`src/hw/rtl/jsu_pkg.sv`:
```
// Shared types, codes and decode helpers for the JSON string unescaper.
`default_nettype none

package jsu_pkg;

    // Width of the running byte offset inside a string
    localparam int OFFSET_WIDTH = 16;

    // Results one text byte can cause: up to three UTF-8 bytes and an error
    localparam int MAX_RESULTS = 4;
    localparam int CNT_WIDTH   = $clog2(MAX_RESULTS + 1);
    localparam int SLOT_WIDTH  = $clog2(MAX_RESULTS);

    // Result kinds
    localparam logic [1:0] KIND_DATA   = 2'd0;
    localparam logic [1:0] KIND_CLOSED = 2'd1;
    localparam logic [1:0] KIND_ERROR  = 2'd2;

    // Error codes
    localparam logic [2:0] ERR_NO_QUOTE   = 3'd0;
    localparam logic [2:0] ERR_CONTROL    = 3'd1;
    localparam logic [2:0] ERR_BAD_ESCAPE = 3'd2;
    localparam logic [2:0] ERR_BAD_HEX    = 3'd3;
    localparam logic [2:0] ERR_SHORT_U    = 3'd4;
    localparam logic [2:0] ERR_OPEN_ESC   = 3'd5;
    localparam logic [2:0] ERR_UNTERM     = 3'd6;

    // Characters and limits
    localparam logic [7:0] CH_QUOTE     = 8'h22;
    localparam logic [7:0] CH_BACKSLASH = 8'h5c;
    localparam logic [7:0] CH_U         = 8'h75;
    localparam logic [7:0] CTRL_LIMIT   = 8'h20;
    localparam logic [15:0] UTF8_MAX1   = 16'h007f;
    localparam logic [15:0] UTF8_MAX2   = 16'h07ff;
    localparam logic [7:0] UTF8_LEAD2   = 8'hc0;
    localparam logic [7:0] UTF8_LEAD3   = 8'he0;
    localparam logic [7:0] UTF8_CONT    = 8'h80;

    // Parser phases
    typedef enum logic [2:0] {
        PH_AWAIT = 3'd0,
        PH_STR   = 3'd1,
        PH_ESC   = 3'd2,
        PH_HEX   = 3'd3,
        PH_DONE  = 3'd4
    } phase_t;

    // One input transfer
    typedef struct packed {
        logic [7:0] in_byte;
        logic       last_of_text;
    } text_item_t;

    // One output transfer
    typedef struct packed {
        logic [1:0]  kind;
        logic [7:0]  data_byte;
        logic [2:0]  error_code;
        logic [15:0] error_offset;
        logic        last;
    } result_item_t;

    // All results caused by one text byte, handed from parser to queue
    typedef struct packed {
        logic [CNT_WIDTH-1:0]                  count;
        result_item_t [MAX_RESULTS-1:0]        res;
    } result_bundle_t;

    // Hex digit decode: {valid, value}
    function automatic logic [4:0] hex_value(input logic [7:0] b);
        logic [4:0] r;
        r = 5'd0;
        if (b inside {[8'h30:8'h39]})
            r = {1'b1, 4'(b - 8'h30)};
        else if (b inside {[8'h61:8'h66]})
            r = {1'b1, 4'(b - 8'h57)};
        else if (b inside {[8'h41:8'h46]})
            r = {1'b1, 4'(b - 8'h37)};
        return r;
    endfunction

    // Short escape decode: {valid, byte}
    function automatic logic [8:0] short_escape(input logic [7:0] b);
        logic [8:0] r;
        case (b)
            8'h22:   r = {1'b1, 8'h22};
            8'h5c:   r = {1'b1, 8'h5c};
            8'h2f:   r = {1'b1, 8'h2f};
            8'h62:   r = {1'b1, 8'h08};
            8'h66:   r = {1'b1, 8'h0c};
            8'h6e:   r = {1'b1, 8'h0a};
            8'h72:   r = {1'b1, 8'h0d};
            8'h74:   r = {1'b1, 8'h09};
            default: r = 9'd0;
        endcase
        return r;
    endfunction

endpackage

`default_nettype wire

```
`src/hw/rtl/jsu_parser.sv`:
```
// Parser state and single-pass decode of one text byte into a result bundle.
`default_nettype none

module jsu_parser (
    input  wire logic                    clk,
    input  wire logic                    rst_n,
    input  wire logic                    accept,
    input  wire jsu_pkg::text_item_t     item,
    output jsu_pkg::result_bundle_t      bundle
);

    localparam logic [jsu_pkg::OFFSET_WIDTH-1:0] OFF_MAX = '1;

    jsu_pkg::phase_t                   phase_reg, phase_next;
    logic [1:0]                        hex_seen_reg, hex_seen_next;
    logic [15:0]                       cp_reg, cp_next;
    logic [jsu_pkg::OFFSET_WIDTH-1:0]  off_reg, off_next;

    logic [jsu_pkg::OFFSET_WIDTH-1:0]  off_taken;
    logic [jsu_pkg::OFFSET_WIDTH-1:0]  short_at;
    logic [4:0]                        hex;
    logic [8:0]                        esc;
    logic [15:0]                       cp_new;
    logic [1:0]                        hs_new;
    logic [jsu_pkg::CNT_WIDTH-1:0]     n;
    jsu_pkg::result_item_t [jsu_pkg::MAX_RESULTS-1:0] r;
    logic                              is_end;
    logic [7:0]                        b;

    // State registers
    always_ff @(posedge clk or negedge rst_n)
    begin
        if (!rst_n)
        begin
            phase_reg    <= jsu_pkg::PH_AWAIT;
            hex_seen_reg <= 2'd0;
            cp_reg       <= 16'd0;
            off_reg      <= '0;
        end
        else if (accept)
        begin
            phase_reg    <= phase_next;
            hex_seen_reg <= hex_seen_next;
            cp_reg       <= cp_next;
            off_reg      <= off_next;
        end
    end

    // Decode one byte against the current phase
    always_comb
    begin
        b             = item.in_byte;
        is_end        = item.last_of_text;
        phase_next    = phase_reg;
        hex_seen_next = hex_seen_reg;
        cp_next       = cp_reg;
        off_next      = off_reg;
        n             = '0;
        r             = '0;
        off_taken     = (off_reg == OFF_MAX) ? off_reg : off_reg + 1'b1;
        hex           = jsu_pkg::hex_value(b);
        esc           = jsu_pkg::short_escape(b);
        cp_new        = {cp_reg[11:0], hex[3:0]};
        hs_new        = hex_seen_reg + 2'd1;
        short_at      = (off_taken >= jsu_pkg::OFFSET_WIDTH'(hs_new))
                      ? off_taken - jsu_pkg::OFFSET_WIDTH'(hs_new) : '0;

        case (phase_reg)
            jsu_pkg::PH_AWAIT:
            begin
                if (b == jsu_pkg::CH_QUOTE)
                begin
                    off_next   = jsu_pkg::OFFSET_WIDTH'(1);
                    phase_next = jsu_pkg::PH_STR;
                    if (is_end)
                    begin
                        r[0].kind         = jsu_pkg::KIND_ERROR;
                        r[0].error_code   = jsu_pkg::ERR_UNTERM;
                        r[0].error_offset = 16'd1;
                        n = 3'd1;
                    end
                end
                else
                begin
                    r[0].kind       = jsu_pkg::KIND_ERROR;
                    r[0].error_code = jsu_pkg::ERR_NO_QUOTE;
                    n = 3'd1;
                    phase_next = jsu_pkg::PH_DONE;
                end
            end
            jsu_pkg::PH_STR:
            begin
                off_next = off_taken;
                if (b == jsu_pkg::CH_QUOTE)
                begin
                    r[0].kind  = jsu_pkg::KIND_CLOSED;
                    n = 3'd1;
                    phase_next = jsu_pkg::PH_DONE;
                end
                else if (b < jsu_pkg::CTRL_LIMIT)
                begin
                    r[0].kind         = jsu_pkg::KIND_ERROR;
                    r[0].error_code   = jsu_pkg::ERR_CONTROL;
                    r[0].error_offset = 16'(off_taken);
                    n = 3'd1;
                    phase_next = jsu_pkg::PH_DONE;
                end
                else if (b == jsu_pkg::CH_BACKSLASH)
                begin
                    if (is_end)
                    begin
                        r[0].kind         = jsu_pkg::KIND_ERROR;
                        r[0].error_code   = jsu_pkg::ERR_OPEN_ESC;
                        r[0].error_offset = 16'(off_taken);
                        n = 3'd1;
                    end
                    else
                        phase_next = jsu_pkg::PH_ESC;
                end
                else
                begin
                    r[0].kind      = jsu_pkg::KIND_DATA;
                    r[0].data_byte = b;
                    n = 3'd1;
                    if (is_end)
                    begin
                        r[1].kind         = jsu_pkg::KIND_ERROR;
                        r[1].error_code   = jsu_pkg::ERR_UNTERM;
                        r[1].error_offset = 16'(off_taken);
                        n = 3'd2;
                    end
                end
            end
            jsu_pkg::PH_ESC:
            begin
                off_next = off_taken;
                if (b == jsu_pkg::CH_U)
                begin
                    phase_next    = jsu_pkg::PH_HEX;
                    hex_seen_next = 2'd0;
                    cp_next       = 16'd0;
                    if (is_end)
                    begin
                        r[0].kind         = jsu_pkg::KIND_ERROR;
                        r[0].error_code   = jsu_pkg::ERR_SHORT_U;
                        r[0].error_offset = 16'(off_taken);
                        n = 3'd1;
                    end
                end
                else if (!esc[8])
                begin
                    r[0].kind         = jsu_pkg::KIND_ERROR;
                    r[0].error_code   = jsu_pkg::ERR_BAD_ESCAPE;
                    r[0].error_offset = 16'(off_taken);
                    n = 3'd1;
                    phase_next = jsu_pkg::PH_DONE;
                end
                else
                begin
                    r[0].kind      = jsu_pkg::KIND_DATA;
                    r[0].data_byte = esc[7:0];
                    n = 3'd1;
                    phase_next = jsu_pkg::PH_STR;
                    if (is_end)
                    begin
                        r[1].kind         = jsu_pkg::KIND_ERROR;
                        r[1].error_code   = jsu_pkg::ERR_UNTERM;
                        r[1].error_offset = 16'(off_taken);
                        n = 3'd2;
                    end
                end
            end
            jsu_pkg::PH_HEX:
            begin
                off_next = off_taken;
                if (!hex[4])
                begin
                    r[0].kind         = jsu_pkg::KIND_ERROR;
                    r[0].error_code   = jsu_pkg::ERR_BAD_HEX;
                    r[0].error_offset = 16'(off_taken);
                    n = 3'd1;
                    phase_next = jsu_pkg::PH_DONE;
                end
                else
                begin
                    cp_next = cp_new;
                    if (hex_seen_reg == 2'd3)
                    begin
                        // Fourth digit: emit the code point as UTF-8
                        hex_seen_next = 2'd0;
                        phase_next    = jsu_pkg::PH_STR;
                        if (cp_new <= jsu_pkg::UTF8_MAX1)
                        begin
                            r[0].data_byte = cp_new[7:0];
                            n = 3'd1;
                        end
                        else if (cp_new <= jsu_pkg::UTF8_MAX2)
                        begin
                            r[0].data_byte = jsu_pkg::UTF8_LEAD2 | {3'd0, cp_new[10:6]};
                            r[1].data_byte = jsu_pkg::UTF8_CONT | {2'd0, cp_new[5:0]};
                            n = 3'd2;
                        end
                        else
                        begin
                            r[0].data_byte = jsu_pkg::UTF8_LEAD3 | {4'd0, cp_new[15:12]};
                            r[1].data_byte = jsu_pkg::UTF8_CONT | {2'd0, cp_new[11:6]};
                            r[2].data_byte = jsu_pkg::UTF8_CONT | {2'd0, cp_new[5:0]};
                            n = 3'd3;
                        end
                        if (is_end)
                        begin
                            r[n[jsu_pkg::SLOT_WIDTH-1:0]].kind = jsu_pkg::KIND_ERROR;
                            r[n[jsu_pkg::SLOT_WIDTH-1:0]].error_code = jsu_pkg::ERR_UNTERM;
                            r[n[jsu_pkg::SLOT_WIDTH-1:0]].error_offset = 16'(off_taken);
                            n = n + 1'b1;
                        end
                    end
                    else
                    begin
                        hex_seen_next = hs_new;
                        if (is_end)
                        begin
                            // Short escape: point at the 'u'
                            r[0].kind         = jsu_pkg::KIND_ERROR;
                            r[0].error_code   = jsu_pkg::ERR_SHORT_U;
                            r[0].error_offset = 16'(short_at);
                            n = 3'd1;
                        end
                    end
                end
            end
            default:
            begin
                phase_next = jsu_pkg::PH_DONE;
            end
        endcase

        // End of text returns everything to reset
        if (is_end)
        begin
            phase_next    = jsu_pkg::PH_AWAIT;
            hex_seen_next = 2'd0;
            cp_next       = 16'd0;
            off_next      = '0;
        end

        bundle.count = n;
        bundle.res   = r;
    end

    // Checks
    a_end_resets: assert property (@(posedge clk) disable iff (!rst_n)
        accept && item.last_of_text |=> phase_reg == jsu_pkg::PH_AWAIT && off_reg == '0)
        else $error("parser state not cleared after end of text");

    a_bundle_bound: assert property (@(posedge clk) disable iff (!rst_n)
        accept |-> bundle.count <= jsu_pkg::CNT_WIDTH'(jsu_pkg::MAX_RESULTS))
        else $error("result bundle too large");

    // A bad hex digit ends the string with the digit count left as it was
    a_hex_only_in_hex: assert property (@(posedge clk) disable iff (!rst_n)
        hex_seen_reg != 2'd0 |->
            (phase_reg == jsu_pkg::PH_HEX || phase_reg == jsu_pkg::PH_DONE))
        else $error("hex digit count outside unicode escape");

    a_done_silent: assert property (@(posedge clk) disable iff (!rst_n)
        accept && phase_reg == jsu_pkg::PH_DONE |-> bundle.count == '0)
        else $error("results after string end");

endmodule

`default_nettype wire

```
`src/hw/rtl/jsu_out_queue.sv`:
```
// Result register for one byte's bundle; one result per cycle while res_ready is high.
`default_nettype none

module jsu_out_queue (
    input  wire logic                     clk,
    input  wire logic                     rst_n,
    input  wire logic                     load,
    input  wire jsu_pkg::result_bundle_t  bundle,
    output logic                          can_load,
    output logic                          res_valid,
    input  wire logic                     res_ready,
    output jsu_pkg::result_item_t         res_item
);

    logic [jsu_pkg::CNT_WIDTH-1:0]  cnt_reg, cnt_next;
    logic [jsu_pkg::SLOT_WIDTH-1:0] idx_reg, idx_next;
    jsu_pkg::result_item_t [jsu_pkg::MAX_RESULTS-1:0] slot_reg;
    logic                           take;

    assign res_valid = (cnt_reg != '0);
    assign take      = res_valid && res_ready;
    // Free next cycle if empty or the last pending result leaves now
    assign can_load  = (cnt_reg == '0)
                    || (cnt_reg == jsu_pkg::CNT_WIDTH'(1) && res_ready);

    // Count and read pointer
    always_comb
    begin
        cnt_next = cnt_reg;
        idx_next = idx_reg;
        if (load)
        begin
            cnt_next = bundle.count;
            idx_next = '0;
        end
        else if (take)
        begin
            cnt_next = cnt_reg - 1'b1;
            idx_next = idx_reg + 1'b1;
        end
    end

    always_ff @(posedge clk or negedge rst_n)
    begin
        if (!rst_n)
        begin
            cnt_reg <= '0;
            idx_reg <= '0;
        end
        else
        begin
            cnt_reg <= cnt_next;
            idx_reg <= idx_next;
        end
    end

    // Payload slots
    always_ff @(posedge clk)
    begin
        if (load)
            slot_reg <= bundle.res;
    end

    // Current result, last marks the end of this byte's bundle
    always_comb
    begin
        res_item      = slot_reg[idx_reg];
        res_item.last = (cnt_reg == jsu_pkg::CNT_WIDTH'(1));
    end

    // Checks
    a_cnt_bound: assert property (@(posedge clk) disable iff (!rst_n)
        cnt_reg <= jsu_pkg::CNT_WIDTH'(jsu_pkg::MAX_RESULTS))
        else $error("queue count out of range");

    a_no_overrun: assert property (@(posedge clk) disable iff (!rst_n)
        load |-> cnt_reg == '0 || (cnt_reg == jsu_pkg::CNT_WIDTH'(1) && take))
        else $error("bundle loaded over pending results");

    a_slot_bound: assert property (@(posedge clk) disable iff (!rst_n)
        res_valid |-> ({1'b0, idx_reg} + cnt_reg) <= jsu_pkg::CNT_WIDTH'(jsu_pkg::MAX_RESULTS))
        else $error("read pointer past bundle");

    a_drain: assert property (@(posedge clk) disable iff (!rst_n)
        take && !load |=> cnt_reg == $past(cnt_reg) - 1'b1)
        else $error("queue count did not drop on transfer");

endmodule

`default_nettype wire

```
`src/hw/rtl/json_string_unescaper_core.sv`:
```
// JSON string unescaper top level: parser plus result queue.
//
// Takes one JSON text byte per transfer (opening quote first) and returns the
// unescaped string bytes, a closed marker, or an error with its offset; \uXXXX
// escapes come out as 1 to 3 UTF-8 bytes. A byte is accepted in the same cycle
// that it is decoded, and its results (0 to 4) are held in a result register
// and sent one per cycle while res_ready is high, the final one carrying last.
// Throughput is one byte per cycle while each byte gives at most one result and
// the output is taken; a byte that gives more results holds text_ready low
// while the queue drains. There is no reset sweep: the block is ready right
// after rst_n rises.
`default_nettype none

module json_string_unescaper_core (
    input  wire logic                   clk,
    input  wire logic                   rst_n,
    input  wire logic                   text_valid,
    output logic                        text_ready,
    input  wire jsu_pkg::text_item_t    text_item,
    output logic                        res_valid,
    input  wire logic                   res_ready,
    output jsu_pkg::result_item_t       res_item
);

    jsu_pkg::result_bundle_t bundle;
    logic                    accept;

    assign accept = text_valid && text_ready;

    // Byte decode and string state
    jsu_parser u_parser (
        .clk    (clk),
        .rst_n  (rst_n),
        .accept (accept),
        .item   (text_item),
        .bundle (bundle)
    );

    // Result register and serializer
    jsu_out_queue u_queue (
        .clk       (clk),
        .rst_n     (rst_n),
        .load      (accept),
        .bundle    (bundle),
        .can_load  (text_ready),
        .res_valid (res_valid),
        .res_ready (res_ready),
        .res_item  (res_item)
    );

endmodule

`default_nettype wire
```
`config.mk`:
```
export PLATFORM = sky130hd
export DESIGN_NAME = json_string_unescaper_core
export DESIGN_NICKNAME = d
export VERILOG_FILES = /design/src/hw/rtl/jsu_pkg.sv /design/src/hw/rtl/jsu_parser.sv /design/src/hw/rtl/jsu_out_queue.sv /design/src/hw/rtl/json_string_unescaper_core.sv
export SDC_FILE = /design/constraint.sdc
export NUM_CORES = 1
export LEC_CHECK = 0
export BUFFER_PORTS_ARGS = -buffer_cell sky130_fd_sc_hd__buf_2
export CAP_MARGIN = 5
export CELL_PAD_IN_SITES_DETAIL_PLACEMENT = 1
export CELL_PAD_IN_SITES_GLOBAL_PLACEMENT = 2
export CORE_MARGIN = 2
export CORE_UTILIZATION = 25
export DETAILED_ROUTE_END_ITERATION = 6
export HOLD_SLACK_MARGIN = 0.02
export PLACE_DENSITY_LB_ADDON = 0.2
export SYNTH_ARGS = -nofsm -noshare
export SYNTH_HDL_FRONTEND = slang
export SYNTH_SLANG_ARGS = --single-unit
```
`constraint.sdc`:
```
create_clock -name clk -period 9.4 [get_ports clk]
set_clock_uncertainty 0.05 [all_clocks]
set_input_delay 1.41 -clock clk [delete_from_list [all_inputs] [get_ports clk]]
set_output_delay 1.41 -clock clk [all_outputs]
set_load 0.01 [all_outputs]
```
==> results.ini <==
[placement]
io_buffers = 44
dp_hpwl_mm = 16.3
place_congestion = 0.798
dp_cells = 1112

[synthesis]
synthSimpleGateAreaFrac_pct = 18.6
yosysMostFrequentCell = edfxtp_1
synth_warnings = 0
synth_top_flop_cell = edfxtp_1
syn_avg_cell_area_um2 = 10.4
synth_top_cell_by_area = edfxtp_1
synth-compound-area-share_pct = 17.2
synth_mux_area_share_pct = 6.92
synthTopCellsByArea = edfxtp_1 (38%), dfrtp_1 (13%), mux4_2 (4.9%)
synth-xor-area-share_pct = 0.472
ys_seq_elements = 132
yosysSeqAreaShare_pct = 50.8
syn_nets = 739
async_reset_ff_share_pct = 28.8
synthAdderAreaFrac_pct = 2.46
netlist.area_leader.share_pct = 38.0
syn_inst = 712
synth_commonest_cells = edfxtp_1 (94), nor2_1 (90), nand2_1 (75)
synth_edf_count = 94
synth_top_family_by_area = simple AND/OR/NAND/NOR gates
synth_area_um2 = 7430
synth.distinct_cells = 78

[floorplanning]
initial_utilization_pct = 25.2
die_h_um = 176
core_um2 = 29500
rows = 63
die_w_um = 176
io_pins = 45
die_area_um2 = 31100

[global_routing]
grt_pass1_wl_mm = 36.8
grt_use_total_pct = 15.7
antenna_found_initial = 0
first_global_vias = 6137
grt_max_degree = 75
grt.overflow.total = 0

[detailed_routing]
firstDrtPassIters = 5
via_count = 5879
wl_mm = 23.1
wire_per_inst_um = 20.2
ant_nets = 0
first_iter_violations = 426
avgViaCountPerCell = 5.14
drc = 0

[timing]
timing.fmax_mhz = 200
setup_tns_ps = 0
worst_pin_slew_ps = 1140
slew_headroom_pct = 23.6
grt_setup_unrepaired = false
final-hold-violation-count = 0
maxSlewViolCount = 0
finalSetupViolations = 0
fin_crit_ps = 4990
period_share_pct = 53.1

[critical_path]
ff2ff_path_depth = 14
arrival_ps = 5090
worst_path_largest_cell_delay_ps = 700
r2r_slack_ps = 4410
end_kind = flip-flop
crit_chain = ha_1 -> nand3_1 -> nor2_1 -> nand2_1 -> mux2i_1 -> inv_1 -> ha_1 -> a21oi_1 -> inv_1 -> a2111oi_1 -> and3_1 -> a21oi_1 -> o22ai_1 -> o21ai_0
rr_startpoint = u_parser.off_reg[0]
cp_data_required_time_ps = 9500
cp_max_fo = 8
worstReg2RegEnd = u_queue.slot_reg[14]
critPathSlowestCell = mux2i_1
critical-path-top-delay-family = simple AND/OR/NAND/NOR gates
worst_setup_path_start_kind = flip-flop
crit_buf_inv = 2
crit_type = flip-flop to flip-flop

[min_path]
hold_path.startpoint = u_parser.hex_seen_reg[1]
min_path_cells = 2
min_path_type = flip-flop to flip-flop
min_to = u_parser.hex_seen_reg[1]

[clocking]
cts_resized = 0
cts_made_buffers = 17
cts_root_buffer = clkbuf_16
ctsHoldBuffers = 0
cts_tree = built
clockBufferDepth = 2
clkTransAtPathRegs_ps = 70
htreeDepth = 4
clock_latency_ps = 430
cts.sinks = 132
post_cts_buffers = 0

[flow_run]
drv_cap = 0

[layout]
drive_gt1_share_pct = 15.1
largest_reg_flops = 94
antenna_cells = 0
area_growth_pct = 16.2
nNetsFinal = 768
instances_no_fill = 1144

[outcome]
status = finished clean

[power_and_ir_drop]
p_per_area_nw_per_um2 = 235
peakVddDrop_mv = 0.137
p_leak_nw = 3.12

stage by stage:
step	utilization [%]	worst slack, ps	power (mW)	hold WS, ps	instance area (um2)
floorplan	-	3970	1.15	404	7430
global placement	27.2	4540	1.33	437	8020
detailed placement	27.2	4430	1.35	440	8020
CTS	29.3	4370	2.06	454	8630
global route	29.3	3980	2.14	496	8630
finish	29.3	4410	2.03	452	8630
cells by family after synthesis:
logic type               count (synthesis)
AO/OA/AOI/OAI                          193
flip-flops                             132
XOR/XNOR                                 4
AND/OR/NAND/NOR                        276
buffers and inverters                   63
adder cells (fa/ha/maj)                 14
multiplexers                            30
report_power, final:
group | switching (mW) | total (mW) | internal [mW] | leakage (nW)
sequential | 0.0695 | 0.805 | 0.735 | 1.40
clock | 0.265 | 0.709 | 0.444 | 0.293
combinational | 0.300 | 0.517 | 0.217 | 1.43
layout by cell type (no fill, tap or decap), types with 5 or more instances in the layout:
cell type,count
edfxtp_1,94
nor2_1,90
nand2_1,75
o21ai_0,66
buf_2,44
dfrtp_1,37
a21oi_1,27
inv_1,21
clkbuf_16,17
mux4_2,16
nand3_1,16
ha_1,13
mux2i_1,12
a22oi_1,12
nand4_1,11
and3_1,11
nor2b_1,10
a22o_1,10
and2_1,9
nor3_1,8
a31oi_1,8
nor4_1,8
buf_4,8
o21ai_1,7
o22ai_1,7
nand2b_1,6
o211ai_1,5
and4_1,5
o21bai_1,5
a221o_1,5
worst max path at each step:
stage | depth (start not counted) | start | end
floorplan | 7 | res_ready | u_parser.hex_seen_reg[1]
global placement | 14 | u_parser.off_reg[0] | u_queue.slot_reg[14]
detailed placement | 14 | u_parser.off_reg[0] | u_queue.slot_reg[14]
CTS | 14 | u_parser.off_reg[0] | u_queue.slot_reg[14]
global route | 14 | u_parser.off_reg[0] | u_queue.slot_reg[14]
finish | 14 | u_parser.off_reg[0] | u_queue.slot_reg[14]
worst reg2reg max path: cells and delay by family, from the launching register on:
kind,cells,cell delay [ps]
compound gates,5,1290
fa+ha+maj,2,610
buf+inv,2,190
flops,1,520
mux,1,700
simple gates,4,1350
per-layer routing:
layer	global-route usage, %	wire length (um)
met4	4.75	277
met1	23.1	11800
met2	23.4	10300
met5	0	0
met3	2.73	706
layout make-up:
cell class / count / area, um2
Timing Repair Buffer: 52 / 280
Multi-Input combinational cell: 517 / 3400
Tap cell: 390 / 488
Inverter: 21 / 78.8
Clock inverter: 13 / 183
Fill cell: 3338 / 20800
Clock buffer: 19 / 433
Sequential cell: 132 / 3770
(Power assumes the default switching activity.)
